File: src/sv/utf8_validate_replace_top_assert.svh
// assertion macros for the utf8 validate and replace block
`ifndef UTF8_VALIDATE_REPLACE_TOP_ASSERT_SVH
`define UTF8_VALIDATE_REPLACE_TOP_ASSERT_SVH

// same-cycle implication, checked out of reset
`define U8VR_ASSERT_IMPLIES(lbl, ante, cons) \
  lbl: assert property (@(posedge clk) disable iff (rst) (ante) |-> (cons)) \
    else $error("utf8 validate replace: check failed");

// next-cycle implication, checked out of reset
`define U8VR_ASSERT_NEXT(lbl, ante, cons) \
  lbl: assert property (@(posedge clk) disable iff (rst) (ante) |=> (cons)) \
    else $error("utf8 validate replace: check failed");

`endif

File: src/sv/utf8vr_pkg.sv
// types and constants shared by the utf8 validate and replace block
package utf8vr_pkg;

  typedef struct packed {
    logic [7:0] in_byte;
    logic       in_last;
  } in_t;

  typedef struct packed {
    logic [7:0] out_byte;
    logic       run_last;
    logic       out_last;
  } out_t;

  localparam int NUM_UNITS = 4;

  // one output job: up to four units, each a byte or a replacement triple
  typedef struct packed {
    logic [NUM_UNITS-1:0][7:0] unit_byte;
    logic [NUM_UNITS-1:0]      unit_repl;
    logic [1:0]                last_unit;
    logic                      str_last;
  } job_t;

  typedef struct packed {
    logic       pending;
    logic [1:0] held_count;
    logic [2:0] seq_length;
  } front_stat_t;

  localparam logic [7:0] REPL_BYTE0 = 8'hEF;
  localparam logic [7:0] REPL_BYTE1 = 8'hBF;
  localparam logic [7:0] REPL_BYTE2 = 8'hBD;

  localparam logic [1:0] SUB_FIRST = 2'd0;
  localparam logic [1:0] SUB_MID   = 2'd1;
  localparam logic [1:0] SUB_FINAL = 2'd2;

  localparam logic [2:0] SEQ_NONE = 3'd0;
  localparam logic [2:0] SEQ_LEN2 = 3'd2;
  localparam logic [2:0] SEQ_LEN3 = 3'd3;
  localparam logic [2:0] SEQ_LEN4 = 3'd4;

  localparam logic [20:0] CP_MIN2   = 21'h000080;
  localparam logic [20:0] CP_MIN3   = 21'h000800;
  localparam logic [20:0] CP_MIN4   = 21'h010000;
  localparam logic [20:0] CP_MAX    = 21'h10FFFF;
  localparam logic [20:0] SURR_LO   = 21'h00D800;
  localparam logic [20:0] SURR_HI   = 21'h00DFFF;

endpackage

File: src/sv/utf8_validate_replace_top.sv
// top level of the streaming utf8 validate and replace block
//
// Takes a string one byte per beat (in_last on its final byte) and emits
// well-formed utf-8 one byte per beat. Ascii passes straight through; a
// multi-byte sequence is held in the front end until complete, then either
// emitted unchanged or, if overlong, a surrogate or above 0x10ffff, turned
// into one EF BF BD per sequence byte. A byte that breaks a sequence first
// flushes the held bytes as replacements and is then treated as if none were
// pending. run_last marks the last output beat caused by an input beat,
// out_last the final beat of the string. Rate: the back end sends one output
// beat per cycle while a job is queued and out_ready allows; an input beat
// causes 1 output beat for a passed byte, 3 for a replacement, up to 12 for a
// failed 4-byte sequence; held bytes cause none until their sequence resolves.
// The front end accepts one beat per cycle while the two-entry job queue has
// room; the output register loads a new byte in the cycle the old one is taken.
module utf8_validate_replace_top (
  input  logic             clk,
  input  logic             rst,
  input  logic             in_valid,
  output logic             in_ready,
  input  utf8vr_pkg::in_t  in_data,
  output logic             out_valid,
  input  logic             out_ready,
  output utf8vr_pkg::out_t out_data
);

`include "utf8_validate_replace_top_assert.svh"

  // front end to queue
  logic                    push_valid;
  logic                    push_ready;
  utf8vr_pkg::job_t        push_job;
  utf8vr_pkg::front_stat_t fstat;

  // queue to back end
  logic             head_valid;
  logic             pop;
  utf8vr_pkg::job_t head_job;

  // shape of a pending sequence, for the checks below
  logic pend_shape_ok;

  // classify bytes, track the pending sequence
  utf8vr_front u_front (
    .clk        (clk),
    .rst        (rst),
    .in_valid   (in_valid),
    .in_ready   (in_ready),
    .in_data    (in_data),
    .push_valid (push_valid),
    .push_ready (push_ready),
    .job        (push_job),
    .stat       (fstat)
  );

  // decouples the one-beat-per-byte front from the multi-beat back
  utf8vr_queue u_queue (
    .clk        (clk),
    .rst        (rst),
    .push_valid (push_valid),
    .push_ready (push_ready),
    .push_job   (push_job),
    .head_valid (head_valid),
    .pop        (pop),
    .head_job   (head_job)
  );

  // expand jobs into output beats
  utf8vr_back u_back (
    .clk        (clk),
    .rst        (rst),
    .head_valid (head_valid),
    .head_job   (head_job),
    .pop        (pop),
    .out_valid  (out_valid),
    .out_ready  (out_ready),
    .out_data   (out_data)
  );

  assign pend_shape_ok = (fstat.seq_length >= utf8vr_pkg::SEQ_LEN2) &&
                         (3'(fstat.held_count) < fstat.seq_length);

  // a pending sequence always has a real length and fewer held bytes than that
  `U8VR_ASSERT_IMPLIES(a_pending_shape, fstat.pending, pend_shape_ok)

  // a final beat always produces a job
  `U8VR_ASSERT_IMPLIES(a_last_emits, in_valid && in_ready && in_data.in_last, push_valid)

  // nothing stays pending past the end of a string
  `U8VR_ASSERT_NEXT(a_last_clears, in_valid && in_ready && in_data.in_last, !fstat.pending)

endmodule

File: src/sv/utf8vr_front.sv
// front end: classifies each input byte against the pending sequence and builds output jobs
module utf8vr_front (
  input  logic                   clk,
  input  logic                   rst,
  input  logic                   in_valid,
  output logic                   in_ready,
  input  utf8vr_pkg::in_t        in_data,
  output logic                   push_valid,
  input  logic                   push_ready,
  output utf8vr_pkg::job_t       job,
  output utf8vr_pkg::front_stat_t stat
);

  logic [2:0][7:0] held_bytes;
  logic [2:0]      seq_length;
  logic [1:0]      held_count;
  logic [20:0]     code_point;

  logic [7:0]  b;
  logic        last;
  logic        accept;
  logic        pending;
  logic        is_cont;
  logic [2:0]  lead_len;
  logic [20:0] lead_init;
  logic        start_hold;
  logic        start_repl;
  logic [20:0] cp;
  logic        complete;
  logic        bad;
  logic        emit_held;
  logic        held_repl;
  logic        new_unit;
  logic        new_repl;
  logic [2:0]  n_held;
  logic [2:0]  n_total;

  assign b        = in_data.in_byte;
  assign last     = in_data.in_last;
  assign accept   = in_valid && push_ready;
  assign in_ready = push_ready;
  assign pending  = (seq_length != utf8vr_pkg::SEQ_NONE);
  assign is_cont  = (b[7:6] == 2'b10);
  assign cp       = {code_point[14:0], b[5:0]};

  // lead byte decode
  always_comb begin
    lead_len  = utf8vr_pkg::SEQ_NONE;
    lead_init = '0;
    priority if (b[7:5] == 3'b110) begin
      lead_len  = utf8vr_pkg::SEQ_LEN2;
      lead_init = {16'd0, b[4:0]};
    end else if (b[7:4] == 4'b1110) begin
      lead_len  = utf8vr_pkg::SEQ_LEN3;
      lead_init = {17'd0, b[3:0]};
    end else if (b[7:3] == 5'b11110) begin
      lead_len  = utf8vr_pkg::SEQ_LEN4;
      lead_init = {18'd0, b[2:0]};
    end else begin
      lead_len  = utf8vr_pkg::SEQ_NONE;
      lead_init = '0;
    end
  end

  assign start_hold = (lead_len != utf8vr_pkg::SEQ_NONE) && !last;
  assign start_repl = b[7];
  assign complete   = pending && is_cont && (({1'b0, held_count} + 3'd1) >= seq_length);

  always_comb begin
    bad = (cp > utf8vr_pkg::CP_MAX) ||
          ((cp >= utf8vr_pkg::SURR_LO) && (cp <= utf8vr_pkg::SURR_HI));
    unique case (seq_length)
      utf8vr_pkg::SEQ_LEN2: bad = bad || (cp < utf8vr_pkg::CP_MIN2);
      utf8vr_pkg::SEQ_LEN3: bad = bad || (cp < utf8vr_pkg::CP_MIN3);
      utf8vr_pkg::SEQ_LEN4: bad = bad || (cp < utf8vr_pkg::CP_MIN4);
      default:              bad = bad;
    endcase
  end

  // which units this byte emits
  always_comb begin
    if (!pending) begin
      emit_held = 1'b0;
      held_repl = 1'b0;
      new_unit  = !start_hold;
      new_repl  = start_repl;
    end else if (is_cont) begin
      emit_held = complete || last;
      held_repl = complete ? bad : 1'b1;
      new_unit  = complete || last;
      new_repl  = complete ? bad : 1'b1;
    end else begin
      emit_held = 1'b1;
      held_repl = 1'b1;
      new_unit  = !start_hold;
      new_repl  = start_repl;
    end
  end

  assign n_held  = emit_held ? {1'b0, held_count} : 3'd0;
  assign n_total = n_held + {2'd0, new_unit};

  always_comb begin
    for (int i = 0; i < utf8vr_pkg::NUM_UNITS; i++) begin
      if ((i < 3) && (3'(i) < n_held)) begin
        job.unit_byte[i] = held_bytes[i[1:0]];
        job.unit_repl[i] = held_repl;
      end else begin
        job.unit_byte[i] = b;
        job.unit_repl[i] = new_repl;
      end
    end
    job.last_unit = 2'(n_total - 3'd1);
    job.str_last  = last;
  end

  assign push_valid = in_valid && (n_total != 3'd0);

  // sequence state
  always_ff @(posedge clk) begin
    if (rst) begin
      seq_length <= utf8vr_pkg::SEQ_NONE;
      held_count <= 2'd0;
      code_point <= '0;
    end else if (accept) begin
      if (!pending || !is_cont) begin
        if (start_hold) begin
          seq_length <= lead_len;
          held_count <= 2'd1;
          code_point <= lead_init;
        end else begin
          seq_length <= utf8vr_pkg::SEQ_NONE;
          held_count <= 2'd0;
          code_point <= '0;
        end
      end else if (complete || last) begin
        seq_length <= utf8vr_pkg::SEQ_NONE;
        held_count <= 2'd0;
        code_point <= '0;
      end else begin
        held_count <= held_count + 2'd1;
        code_point <= cp;
      end
    end
  end

  // held byte storage, no reset
  always_ff @(posedge clk) begin
    if (accept) begin
      if (!pending || !is_cont) begin
        if (start_hold) begin
          held_bytes[0] <= b;
        end
      end else if (!(complete || last)) begin
        held_bytes[held_count] <= b;
      end
    end
  end

  assign stat.pending    = pending;
  assign stat.held_count = held_count;
  assign stat.seq_length = seq_length;

endmodule

File: src/sv/utf8vr_queue.sv
// two-entry job queue between front and back
module utf8vr_queue (
  input  logic             clk,
  input  logic             rst,
  input  logic             push_valid,
  output logic             push_ready,
  input  utf8vr_pkg::job_t push_job,
  output logic             head_valid,
  input  logic             pop,
  output utf8vr_pkg::job_t head_job
);

  utf8vr_pkg::job_t entries [2];
  logic       wr_ptr;
  logic       rd_ptr;
  logic [1:0] count;
  logic       do_push;

  assign push_ready = (count != 2'd2);
  assign head_valid = (count != 2'd0);
  assign head_job   = entries[rd_ptr];
  assign do_push    = push_valid && push_ready;

  always_ff @(posedge clk) begin
    if (rst) begin
      wr_ptr <= 1'b0;
      rd_ptr <= 1'b0;
      count  <= 2'd0;
    end else begin
      if (do_push) begin
        wr_ptr <= !wr_ptr;
      end
      if (pop) begin
        rd_ptr <= !rd_ptr;
      end
      count <= count + {1'b0, do_push} - {1'b0, pop};
    end
  end

  always_ff @(posedge clk) begin
    if (do_push) begin
      entries[wr_ptr] <= push_job;
    end
  end

endmodule

File: src/sv/utf8vr_back.sv
// back end: expands queued jobs into output bytes through an output register
module utf8vr_back (
  input  logic             clk,
  input  logic             rst,
  input  logic             head_valid,
  input  utf8vr_pkg::job_t head_job,
  output logic             pop,
  output logic             out_valid,
  input  logic             out_ready,
  output utf8vr_pkg::out_t out_data
);

  logic [1:0] unit_idx;
  logic [1:0] sub_idx;
  logic       advance;
  logic       cur_repl;
  logic [7:0] cur_byte;
  logic       unit_done;
  logic       job_done;

  assign advance  = head_valid && (!out_valid || out_ready);
  assign cur_repl = head_job.unit_repl[unit_idx];

  always_comb begin
    if (cur_repl) begin
      unique case (sub_idx)
        utf8vr_pkg::SUB_FIRST: cur_byte = utf8vr_pkg::REPL_BYTE0;
        utf8vr_pkg::SUB_MID:   cur_byte = utf8vr_pkg::REPL_BYTE1;
        default:               cur_byte = utf8vr_pkg::REPL_BYTE2;
      endcase
    end else begin
      cur_byte = head_job.unit_byte[unit_idx];
    end
  end

  assign unit_done = !cur_repl || (sub_idx == utf8vr_pkg::SUB_FINAL);
  assign job_done  = unit_done && (unit_idx == head_job.last_unit);
  assign pop       = advance && job_done;

  always_ff @(posedge clk) begin
    if (rst) begin
      unit_idx  <= 2'd0;
      sub_idx   <= utf8vr_pkg::SUB_FIRST;
      out_valid <= 1'b0;
    end else begin
      if (advance) begin
        out_valid <= 1'b1;
        if (job_done) begin
          unit_idx <= 2'd0;
          sub_idx  <= utf8vr_pkg::SUB_FIRST;
        end else if (unit_done) begin
          unit_idx <= unit_idx + 2'd1;
          sub_idx  <= utf8vr_pkg::SUB_FIRST;
        end else begin
          sub_idx <= sub_idx + 2'd1;
        end
      end else if (out_ready) begin
        out_valid <= 1'b0;
      end
    end
  end

  always_ff @(posedge clk) begin
    if (advance) begin
      out_data.out_byte <= cur_byte;
      out_data.run_last <= job_done;
      out_data.out_last <= job_done && head_job.str_last;
    end
  end

endmodule
File: config.mk
export PLATFORM = sky130hd
export DESIGN_NAME = utf8_validate_replace_top
export DESIGN_NICKNAME = d
export VERILOG_FILES = /design/src/sv/utf8vr_pkg.sv /design/src/sv/utf8_validate_replace_top.sv /design/src/sv/utf8vr_front.sv /design/src/sv/utf8vr_queue.sv /design/src/sv/utf8vr_back.sv
export VERILOG_INCLUDE_DIRS = /design/src /design/src/sv
export SDC_FILE = /design/constraint.sdc
export NUM_CORES = 1
export LEC_CHECK = 0
export ABC_AREA = 1
export ABC_CLOCK_PERIOD_IN_PS = 5600
export BUFFER_PORTS_ARGS = -buffer_cell sky130_fd_sc_hd__buf_4
export CORE_MARGIN = 2
export CORE_UTILIZATION = 60
export CTS_CLUSTER_DIAMETER = 200
export DETAILED_ROUTE_END_ITERATION = 8
export HOLD_SLACK_MARGIN = 0.06
export PLACE_DENSITY_LB_ADDON = 0.25
export SLEW_MARGIN = 20
export SYNTH_ARGS = -nofsm -noshare
export SYNTH_HDL_FRONTEND = slang
export SYNTH_SLANG_ARGS = --single-unit
File: constraint.sdc
create_clock -name clk -period 5.6 [get_ports clk]
set_clock_uncertainty 0.1 [all_clocks]
set_input_delay 1.12 -clock clk [delete_from_list [all_inputs] [get_ports clk]]
set_output_delay 1.12 -clock clk [all_outputs]
set_load 0.02 [all_outputs]
; After elaboration in Yosys (flattened, before gate mapping)
; Memories as Yosys holds them, arrays and structs flattened. A register that Yosys moved wholly into a read port is not among the register bits.
; Index checks and enable logic that the tools add are counted.
[op_classes]
add_sub_neg = 8
n_mul = 0
div_mod_pow = 0
n_lt_le_gt_ge = 13
eq_ne = 13
n_shift = 0
mux = 54
n_bitwise = 2
reduce_logical = 40
[op_table]
columns = cell, n
row1 = $mux W8, 9
row2 = $mux W15, 4
row3 = $bwmux W24, 1
row4 = $ge A21 B16 Y1 const B, 1
row5 = $gt A21 B21 Y1 const B, 1
row6 = $le A21 B16 Y1 const B, 1
row7 = $lt A21 B12 Y1 const B, 1
row8 = $lt A21 B17 Y1 const B, 1
row9 = $lt A21 B8 Y1 const B, 1
row10 = $mux W3, 7
row11 = $mux W1, 20
row12 = $bmux W8 S2, 1
row13 = $demux W8 S2, 1
row14 = $mux W2, 7
row15 = $pmux W7 S2, 1
row16 = $logic_and A1 B1 Y1, 12
row17 = $reduce_bool A3 Y1, 3
row18 = $logic_not A1 Y1, 8
row19 = $logic_or A1 B1 Y1, 8
row20 = $reduce_bool A2 Y1, 4
row21 = $add A2 B1 Y2 const B, 3
row22 = $eq A3 B2 Y1 const B, 2
row23 = $eq A3 B3 Y1 const B, 2
row24 = $lt A1 B3 Y1 const A, 2
row25 = 23 further kinds, 29
[word_totals]
regBits = 63
latch_bits = 0
ramBits = 78
mem_bits_ro = 0
inputBits = 13
output_inout_bits = 12
elab_cells = 146
mem_count = 1
[mem_list]
columns = memory, words, width, read_ports, rd_ports_with_merged_regs, write_ports, line_no
row1 = u_queue.entries, 2, 39, 1, 1, 1, utf8vr_queue.sv:13  ; utf8vr_pkg::job_t entries [2];

; Logic depth before layout (Yosys ltp)
; Gate-level depths: netlist of run 1.
[logic_depth]
depth_word = 15
depth_mapped = 18
ltp_nobuf = 18

; Cells and area by module
; Synthesis of run 1 repeated with hierarchy kept, for this count alone.
[unflattened]
cells_unflattened = 595
hier_area_um2 = 6578.8
[by_module_without_submodules]
columns = module, instances, cells_per_inst, area_each_um2, seq_area_each_um2
row1 = utf8vr_queue, 1, 153, 3085.5, 2442.3
row2 = utf8vr_front, 1, 312, 2509.9, 1121.1
row3 = utf8vr_back, 1, 130, 983.4, 400.4

; Worst setup path before layout of run 1
; OpenSTA, ideal clock, no wires.
[synth_path]
kind = input to register
from = input in_data[7] (netlist bit)
to = memory u_queue.entries[1][0] (netlist bit), enable pin
setup_time_ps = 437
arrival_time_ps = 4318
t_required_ps = 5063
path_slack_ps = 746
path_stages = 13
path_buffers = 0
path_cell_list = inv_1 nand2_2 a21oi_4 nand3_2 nand2_1 inv_1 ha_1 ha_1 inv_1 ha_1 a21oi_1 inv_1 nor2_1
[synth_between]
elab_chain_len = 15
word_cells_on_any_way = 24
cone_classes = 1 x add/sub / 4 x eq/ne / 10 x mux / 9 x reduce/logical
[synth_rtl]
columns = item, line_no
row1 = from (decl), utf8_validate_replace_top.sv:21  ; input utf8vr_pkg::in_t in_data,
row2 = $eq A5 B5 Y1, utf8vr_front.sv:56  ; end else if (b[7:3] == 5'b11110) begin
row3 = $mux W3, utf8vr_front.sv:56
row4 = $mux W3, utf8vr_front.sv:53  ; end else if (b[7:4] == 4'b1110) begin
row5 = $mux W3, utf8vr_front.sv:50  ; priority if (b[7:5] == 3'b110) begin
row6 = $reduce_bool A3 Y1, utf8vr_front.sv:65  ; assign start_hold = (lead_len != utf8vr_pkg::SEQ_NONE) && !last;
row7 = $logic_and A1 B1 Y1, utf8vr_front.sv:65
row8 = $logic_not A1 Y1, "utf8vr_front.sv:85, utf8vr_front.sv:95"
row9 = $mux W1, utf8vr_front.sv:87  ; end else if (is_cont) begin
row10 = $mux W1, utf8vr_front.sv:82  ; if (!pending) begin
row11 = $add A2 B1 Y3 *, utf8vr_front.sv:101  ; assign n_total = n_held + {2'd0, new_unit};
row12 = $reduce_bool A3 Y1 *, utf8vr_front.sv:117  ; assign push_valid = in_valid && (n_total != 3'd0);
row13 = $logic_and A1 B1 Y1 *, utf8vr_front.sv:117
row14 = $logic_and A1 B1 Y1 *, utf8vr_queue.sv:22  ; assign do_push = push_valid && push_ready;
row15 = $mux W1 *, utf8vr_queue.sv:41  ; if (do_push) begin
row16 = $mux W1 (implied by the code) *, utf8vr_queue.sv:42  ; entries[wr_ptr] <= push_job;
row17 = to (decl), utf8vr_queue.sv:13
; Mark *: on every way between the ends. The rest lies on a longest branch, timed or not.

; Final worst setup path of run 1
[layout_path]
from = register u_front.held_count[0]
to = memory u_queue.entries[0][23] (netlist bit), enable pin
[layout_between]
elab_chain_len = 13
word_cells_on_any_way = 15
cone_classes = 2 x add/sub / 1 x order compare / 7 x mux / 5 x reduce/logical
[layout_rtl]
columns = item, line_no
row1 = from (decl), utf8vr_front.sv:16  ; logic [1:0] held_count;
row2 = from (signal assigned), utf8vr_front.sv:141  ; held_count <= held_count + 2'd1;
row3 = $add A2 B1 Y3, utf8vr_front.sv:67  ; assign complete = pending && is_cont && (({1'b0, held_count} + 3'd1) >= seq_length);
row4 = $ge A3 B3 Y1, utf8vr_front.sv:67
row5 = $logic_and A1 B1 Y1, utf8vr_front.sv:67
row6 = $logic_or A1 B1 Y1, "utf8vr_front.sv:88, utf8vr_front.sv:90"
row7 = $mux W1, utf8vr_front.sv:87
row8 = $mux W1, utf8vr_front.sv:82
row9 = $mux W2, utf8vr_front.sv:100  ; assign n_held = emit_held ? {1'b0, held_count} : 3'd0;
row10 = $add A2 B1 Y3 *, utf8vr_front.sv:101
row11 = $reduce_bool A3 Y1 *, utf8vr_front.sv:117
row12 = $logic_and A1 B1 Y1 *, utf8vr_front.sv:117
row13 = $logic_and A1 B1 Y1 *, utf8vr_queue.sv:22
row14 = $mux W1 *, utf8vr_queue.sv:41
row15 = $mux W1 (implied by the code) *, utf8vr_queue.sv:42
; Marks and branches as above.

==> results_dict.tcl, run 1 <==
set metrics [dict create \
    ctsResizeCount 0 \
    grt_start_max_net_pins 42 \
    setup_tns_ns 0 \
    grt_pass1_wl_um 21100 \
    p_leak_uw 0.00272 \
    final_antenna_net_count 0 \
    critical_path_class "reg2reg" \
    max_stage_delay_ns 0.55 \
    max_freq_mhz 237 \
    fin_crit_sh_pct 75.5 \
    post_cts_buffers 0 \
    grt.overflow.total 0 \
    viasPerCell 5.67 \
    antenna_found_initial 0 \
    syn_inst 608 \
    arrival_ns 4.35 \
    dieArea_um2 11200 \
    io_buffers 24 \
    num_vias 4441 \
    nets 664 \
    drtIter0Drc 325 \
    hold_buffers 0 \
    die_h_um 106 \
    synthesis.nets 637 \
    cp-end-kind "flip-flop" \
    clk_pin_slew_worst_paths_ns 0.06 \
    utilization_pct 69.3 \
    total_power_uw 3300 \
    dp_hpwl_um 8700 \
    core-area_um2 10200 \
    avgSynthCellArea_um2 10.2 \
    rsz0062_at_grt "no" \
    peakVddDrop_v 0.000259 \
    cts.sinks 142 \
    wl_per_cell_um 16.4 \
    ys_seq_area_share_pct 63.8 \
    worst_path_most_repeated_cell "ha_1" \
    track_usage_pct 24.9 \
    slew_violations 0 \
    pwr_density_cell_nw_per_um2 468 \
    finalSetupViolCount 0 \
    area_growth_pct 13.7 \
    hp-class "reg2reg" \
    gp_congestion 0.872 \
    cp_data_required_time_ns 5.72 \
    worstPathCellList "inv_1 -> ha_1 -> ha_1 -> nand3_1 -> nand3_1 -> nand2_4 -> nand3_2 -> nand2_1 -> inv_1 -> ha_1 -> ha_1 -> inv_1 -> ha_1 -> a21oi_1 -> inv_1 -> nor2_4 -> buf_4" \
    worst_pin_slew_ns 0.687 \
    h-tree-depth 4 \
    synth_seq_cells 142 \
    layout_min_cycle_time_ns 4.23 \
    io_pins 25 \
    max_slew_margin_pct 54.0 \
    clkLatencyLatePin_ns 0.52 \
    netlist_area_um2 6210 \
    initial_utilization_pct 61.0 \
    hold_slack_ns 0.371 \
    antenna_cells 0 \
    outcome "finished clean" \
    root_buffer "clkbuf_8" \
    synth_warnings 0 \
    crit_fanout 22 \
    num_rows 37 \
    layout-drive-gt1-share_pct 12.4 \
    first_global_vias 4182 \
    drc 0 \
    die_w_um 106 \
    critPathSlowestCell "nor2_4" \
    cts_tree "built" \
    yosys.cell_types.count 36 \
    drt_first_pass_iters 7 \
    dp_worst_setup_slack_ns 1.31 \
    wl_um 12900 \
    max-cap-violations 0 \
    numCtsBuffers 17 \
    setup_ws_ns 1.37 \
    cts_buffer_depth 2 \
    start_kind "flip-flop" \
    hold_viol 0 \
]
## state kept, by name (all words and copies together), names as in the netlist, 2 cells and up, named ones only
name / count
u_front.code_point: 15
u_front.held_count: 2
u_queue.entries: 78
u_back.unit_idx: 2
u_back.sub_idx: 2
u_queue.count: 2
u_front.seq_length: 3
u_front.held_bytes: 24
u_back.out_data: 10
## layout by cell type (no fill, tap or decap), types with 4 or more instances in the layout
master     instances
o22ai_1           16
ha_1              16
o21ai_0           65
inv_1             56
clkinv_4           4
dfxtp_1           30
nor3_1             4
nand2_1          126
edfxtp_1         112
clkinv_2           6
nor2_1            71
buf_4             30
clkbuf_16         16
nand3_1           27
nand2_2            4
nand4_1            6
a21oi_1           25
## logic make-up after synthesis
| logic type | share of synthesized area, % |
|---|---|
| adder cells (fa/ha/maj) | 3.22 |
| XOR/XNOR | 0.423 |
| buffers and inverters | 5.66 |
| flip-flops | 63.8 |
| AND/OR/NAND/NOR | 16.7 |
| AO/OA/AOI/OAI | 10.1 |
## path summary, 6_finish.rpt
check	from	endpoint	slack (ns)	depth (start not counted)
worst max-delay path	u_front.held_count[0]	u_queue.entries[0][23]	1.37	17
worst min-delay path	u_front.code_point[12]	u_front.code_point[12]	0.37	2
worst max register to register	u_front.held_count[0]	u_queue.entries[0][23]	1.37	17
worst min register to register	u_front.code_point[12]	u_front.code_point[12]	0.37	2
## final cells by class
| class | count | area [um^2] |
|---|---|---|
| Clock buffer | 17 | 414 |
| Fill cell | 725 | 3130 |
| Clock inverter | 14 | 144 |
| Tap cell | 136 | 170 |
| Sequential cell | 142 | 3960 |
| Inverter | 61 | 233 |
| Multi-Input combinational cell | 383 | 1910 |
| Timing Repair Buffer | 30 | 225 |
## per-layer routing
layer,vias up,track usage (%),routed length [um]
met3,12,5.63,923
li1,2120,-,-
met1,2131,34.7,5650
met2,178,39.4,6170
met4,0,7.89,140
met5,-,0,0
## per-stage QoR
step           cells  instance area (um^2)
2_1_floorplan    608                  6210
3_3_place_gp     752                  6500
3_5_place_dp     752                  6500
4_1_cts          783                  7060
5_1_grt          783                  7060
6_report         783                  7060
## Yosys cell counts (all sizes together)
master / number / area [um^2]
a21boi: 1 / 7.51
a21o: 1 / 7.51
a21oi: 26 / 141
and2: 1 / 6.26
buf: 10 / 73.8
clkbuf: 12 / 45.0
clkinv: 4 / 18.8
dfxtp: 30 / 601
edfxtp: 112 / 3360
ha: 16 / 200
inv: 57 / 214
nand2: 131 / 509
nand3: 29 / 155
nand4: 7 / 50.1
nor2: 76 / 293
nor3: 4 / 20.0
o211ai: 2 / 20.0
o21a: 2 / 15.0
o21ai: 67 / 335
o22ai: 16 / 100
or2: 1 / 6.26
xor2: 3 / 26.3
## power breakdown
part,total [uW],internal [uW],switching (uW),leakage (uW)
clock network,1050,630,418,0.000272
logic,845,263,581,0.00117
registers,1410,1350,55.9,0.00128
total,3300,2250,1060,0.00272
## critical path, delay by kind of cell (launching register included)
family,cells,cell delay [ns]
AO/OA/AOI/OAI,1,0.22
adder cells (fa/ha/maj),5,1.26
buffers and inverters,5,0.71
flip-flops,1,0.50
AND/OR/NAND/NOR,6,1.12
No activity file was read; power rests on OpenSTA's default activity.
==> run 2, diff against run 1 <==
Settings changed: ABC_AREA 1 to 0, ABC_CLOCK_PERIOD_IN_PS 5600 to 4410.
Clock period 5.6 ns to 4.41 ns, I/O delays scaled along.
==> results_dict.tcl, run 2 <==
set metrics [dict create \
    outcome "finished clean" \
    ys_top_cells_by_count "edfxtp_1, nand2_1, dfxtp_1, nor2_1, mux2_2" \
    cts_tree "built" \
    netlist_area_um2 6060 \
    wl_per_cell_um 19.8 \
    start_kind "flip-flop" \
    max_slew_margin_pct 45.6 \
    pwr_density_cell_nw_per_um2 590 \
    p_leak_uw 0.00246 \
    root_buffer "clkbuf_8" \
    cp-end-kind "flip-flop" \
    slew_violations 0 \
    io_pins 25 \
    grt_start_max_net_pins 40 \
    worst_pin_slew_ns 0.803 \
    clkLatencyLatePin_ns 0.52 \
    p_clk_share_pct 35.9 \
    async_flop_share_pct 0 \
    cts.sinks 142 \
    io_buffers 24 \
    finalInstanceArea_um2 7060 \
    critPathSlowestCell "dfxtp_1" \
    max_freq_mhz 256 \
    track_usage_pct 23.6 \
    antenna_cells 0 \
    cts_buffer_depth 2 \
    worst_path_most_repeated_cell "ha_1" \
    viasPerCell 5.97 \
    grt.overflow.total 0 \
    max_stage_delay_ns 0.46 \
    drc 0 \
    ctsResizeCount 0 \
    yosys_most_used_dff "edfxtp_1" \
    largest_reg_flops 78 \
    layout-drive-gt1-share_pct 23.8 \
    first_global_vias 3685 \
    synth_seq_cells 142 \
    largestRegisters "u_queue.entries (78), u_front.held_bytes (24), u_front.code_point (15)" \
    clk_pin_slew_worst_paths_ns 0.06 \
    drtIter0Drc 192 \
    fin_crit_sh_pct 88.5 \
    yosys.cell_types.count 51 \
    die_w_um 105 \
    comb_power_share_pct 21.5 \
    cp_data_required_time_ns 4.52 \
    ys_seq_area_share_pct 65.4 \
    syn_inst 424 \
    num_vias 3604 \
    hp-class "reg2reg" \
    path_buf_inv 5 \
    numCtsBuffers 17 \
    fillers 652 \
    setup_ws_ns 0.507 \
    critical_path_class "reg2reg" \
    layout_min_cycle_time_ns 3.90 \
    dp_hpwl_um 7400 \
    num_rows 36 \
    largest-register "u_queue.entries" \
    dp_worst_setup_slack_ns 0.580 \
    worstPathCellList "inv_1 -> ha_1 -> ha_1 -> a21o_1 -> a311oi_2 -> a31oi_1 -> ha_1 -> ha_1 -> inv_1 -> ha_1 -> inv_1 -> o21ai_0 -> buf_4 -> nor2_4 -> buf_12" \
    max-cap-violations 0 \
    hold_viol 0 \
    antenna_found_initial 0 \
    final_antenna_net_count 0 \
    synthesis.nets 453 \
    hold_buffers 0 \
    netlist.area_leader.share_pct 55.5 \
    synth_warnings 0 \
    h-tree-depth 4 \
    die_h_um 105 \
    synth.area.top_cells "edfxtp_1, dfxtp_1, mux4_2, mux2_2, ha_1" \
    dieArea_um2 10900 \
    grt_pass1_wl_um 19300 \
    avgSynthCellArea_um2 14.3 \
    synth.most_common_cell "edfxtp_1" \
    seq_power_share_pct 42.5 \
    crit_family "adder cells" \
    switchingPower_uw 1180 \
    post_cts_buffers 0 \
    nets 487 \
    synth_area_leader_cell "edfxtp_1" \
    p_sw_share_pct 28.3 \
    area_growth_pct 16.5 \
    peakVddDrop_v 0.000251 \
    core-area_um2 9770 \
    finalSetupViolCount 0 \
    most-common-layout-cells "edfxtp_1, nand2_1, dfxtp_1, buf_4, nor2_1" \
    gp_congestion 0.904 \
    initial_utilization_pct 62.0 \
    internal_power_uw 2990 \
    synth-edff-count 112 \
    wl_um 11900 \
    drt_first_pass_iters 5 \
    layout_commonest_cell "edfxtp_1" \
    rsz0062_at_grt "no" \
    setup_tns_ns 0 \
    dpl_cell_area_um2 6430 \
    crit_fanout 39 \
    arrival_ns 4.01 \
]
==> run 2: cell types whose count changed after synthesis, sizes merged, moves of 11 or more <==
cell,before,now
o22ai,16,1
nand3,29,1
o21ai,67,13
mux4,0,16
nand2,131,44
mux2,0,28
nor2b,0,11
nor2,76,30
inv,57,17
==> run 2: worst reg2reg max path, cell delays in order, from the launching register on <==
cell and delay, ns:
dfxtp_1 0.46, inv_1 0.14, ha_1 0.35, ha_1 0.19, a21o_1 0.20, a311oi_2 0.37
a31oi_1 0.29, ha_1 0.28, ha_1 0.27, inv_1 0.04, ha_1 0.16, inv_1 0.06
o21ai_0 0.10, buf_4 0.20, nor2_4 0.10, buf_12 0.24
==> run 2: power groups by stage <==
stage / combinational [uW] / clock [uW] / sequential [uW]
2_1_floorplan: 591 / 0 / 1820
3_3_place_gp: 874 / 0 / 1790
3_5_place_dp: 894 / 0 / 1800
4_1_cts: 905 / 1510 / 1770
5_1_grt: 982 / 1560 / 1800
6_report: 895 / 1500 / 1770
==> run 2: final timing paths <==
path / start / to / slack [ns] / depth (start not counted)
setup / recovery: u_front.held_count[0] / u_queue.entries[1][17] / 0.51 / 15
hold / removal: u_front.code_point[10] / u_front.code_point[10] / 0.35 / 2
setup reg to reg: u_front.held_count[0] / u_queue.entries[1][17] / 0.51 / 15
hold reg to reg: u_front.code_point[10] / u_front.code_point[10] / 0.35 / 2
==> run 2: final cells by class <==
cell class | count | area, um^2 | area share [%]
Sequential cell | 142 | 3960 | 56.2
Multi-Input combinational cell | 248 | 1970 | 28.0
Clock buffer | 18 | 418 | 5.92
Timing Repair Buffer | 32 | 265 | 3.76
Clock inverter | 14 | 208 | 2.94
Tap cell | 133 | 166 | 2.36
Inverter | 17 | 63.8 | 0.904
==> run 2: per-stage QoR <==
stage / total power (uW) / cells / hold slack (ns) / utilization (%)
6_report: 4160 / 604 / 0.350 / 72.2
5_1_grt: 4340 / 604 / 0.372 / 72.2
4_1_cts: 4190 / 604 / 0.350 / 72.2
3_5_place_dp: 2700 / 572 / 0.342 / 65.8
3_3_place_gp: 2670 / 572 / 0.338 / 65.8
2_1_floorplan: 2410 / 424 / 0.326 / -
==> run 2: kinds of logic (layout without fill, tap and decap cells) <==
family | after synthesis | after routing | share of synthesized area, %
DFF | 142 | 142 | 65.4
and+or+nand+nor | 115 | 115 | 9.17
AOI/OAI and AO/OA | 62 | 62 | 6.98
muxes | 50 | 50 | 12.1
buffers and inverters | 34 | 81 | 2.29
adders and majority gates | 16 | 16 | 3.30
xor gates and xnor gates | 5 | 5 | 0.723
==> run 2: per-layer routing <==
metal  track usage (%)  vias to the layer above  routed length, um
met1              29.8                     1813               5040
met3              4.45                       30                485
met4              10.7                        0                362
met2              39.8                      100               6050
li1                  -                     1661                  -
met5                 0                        -                  0
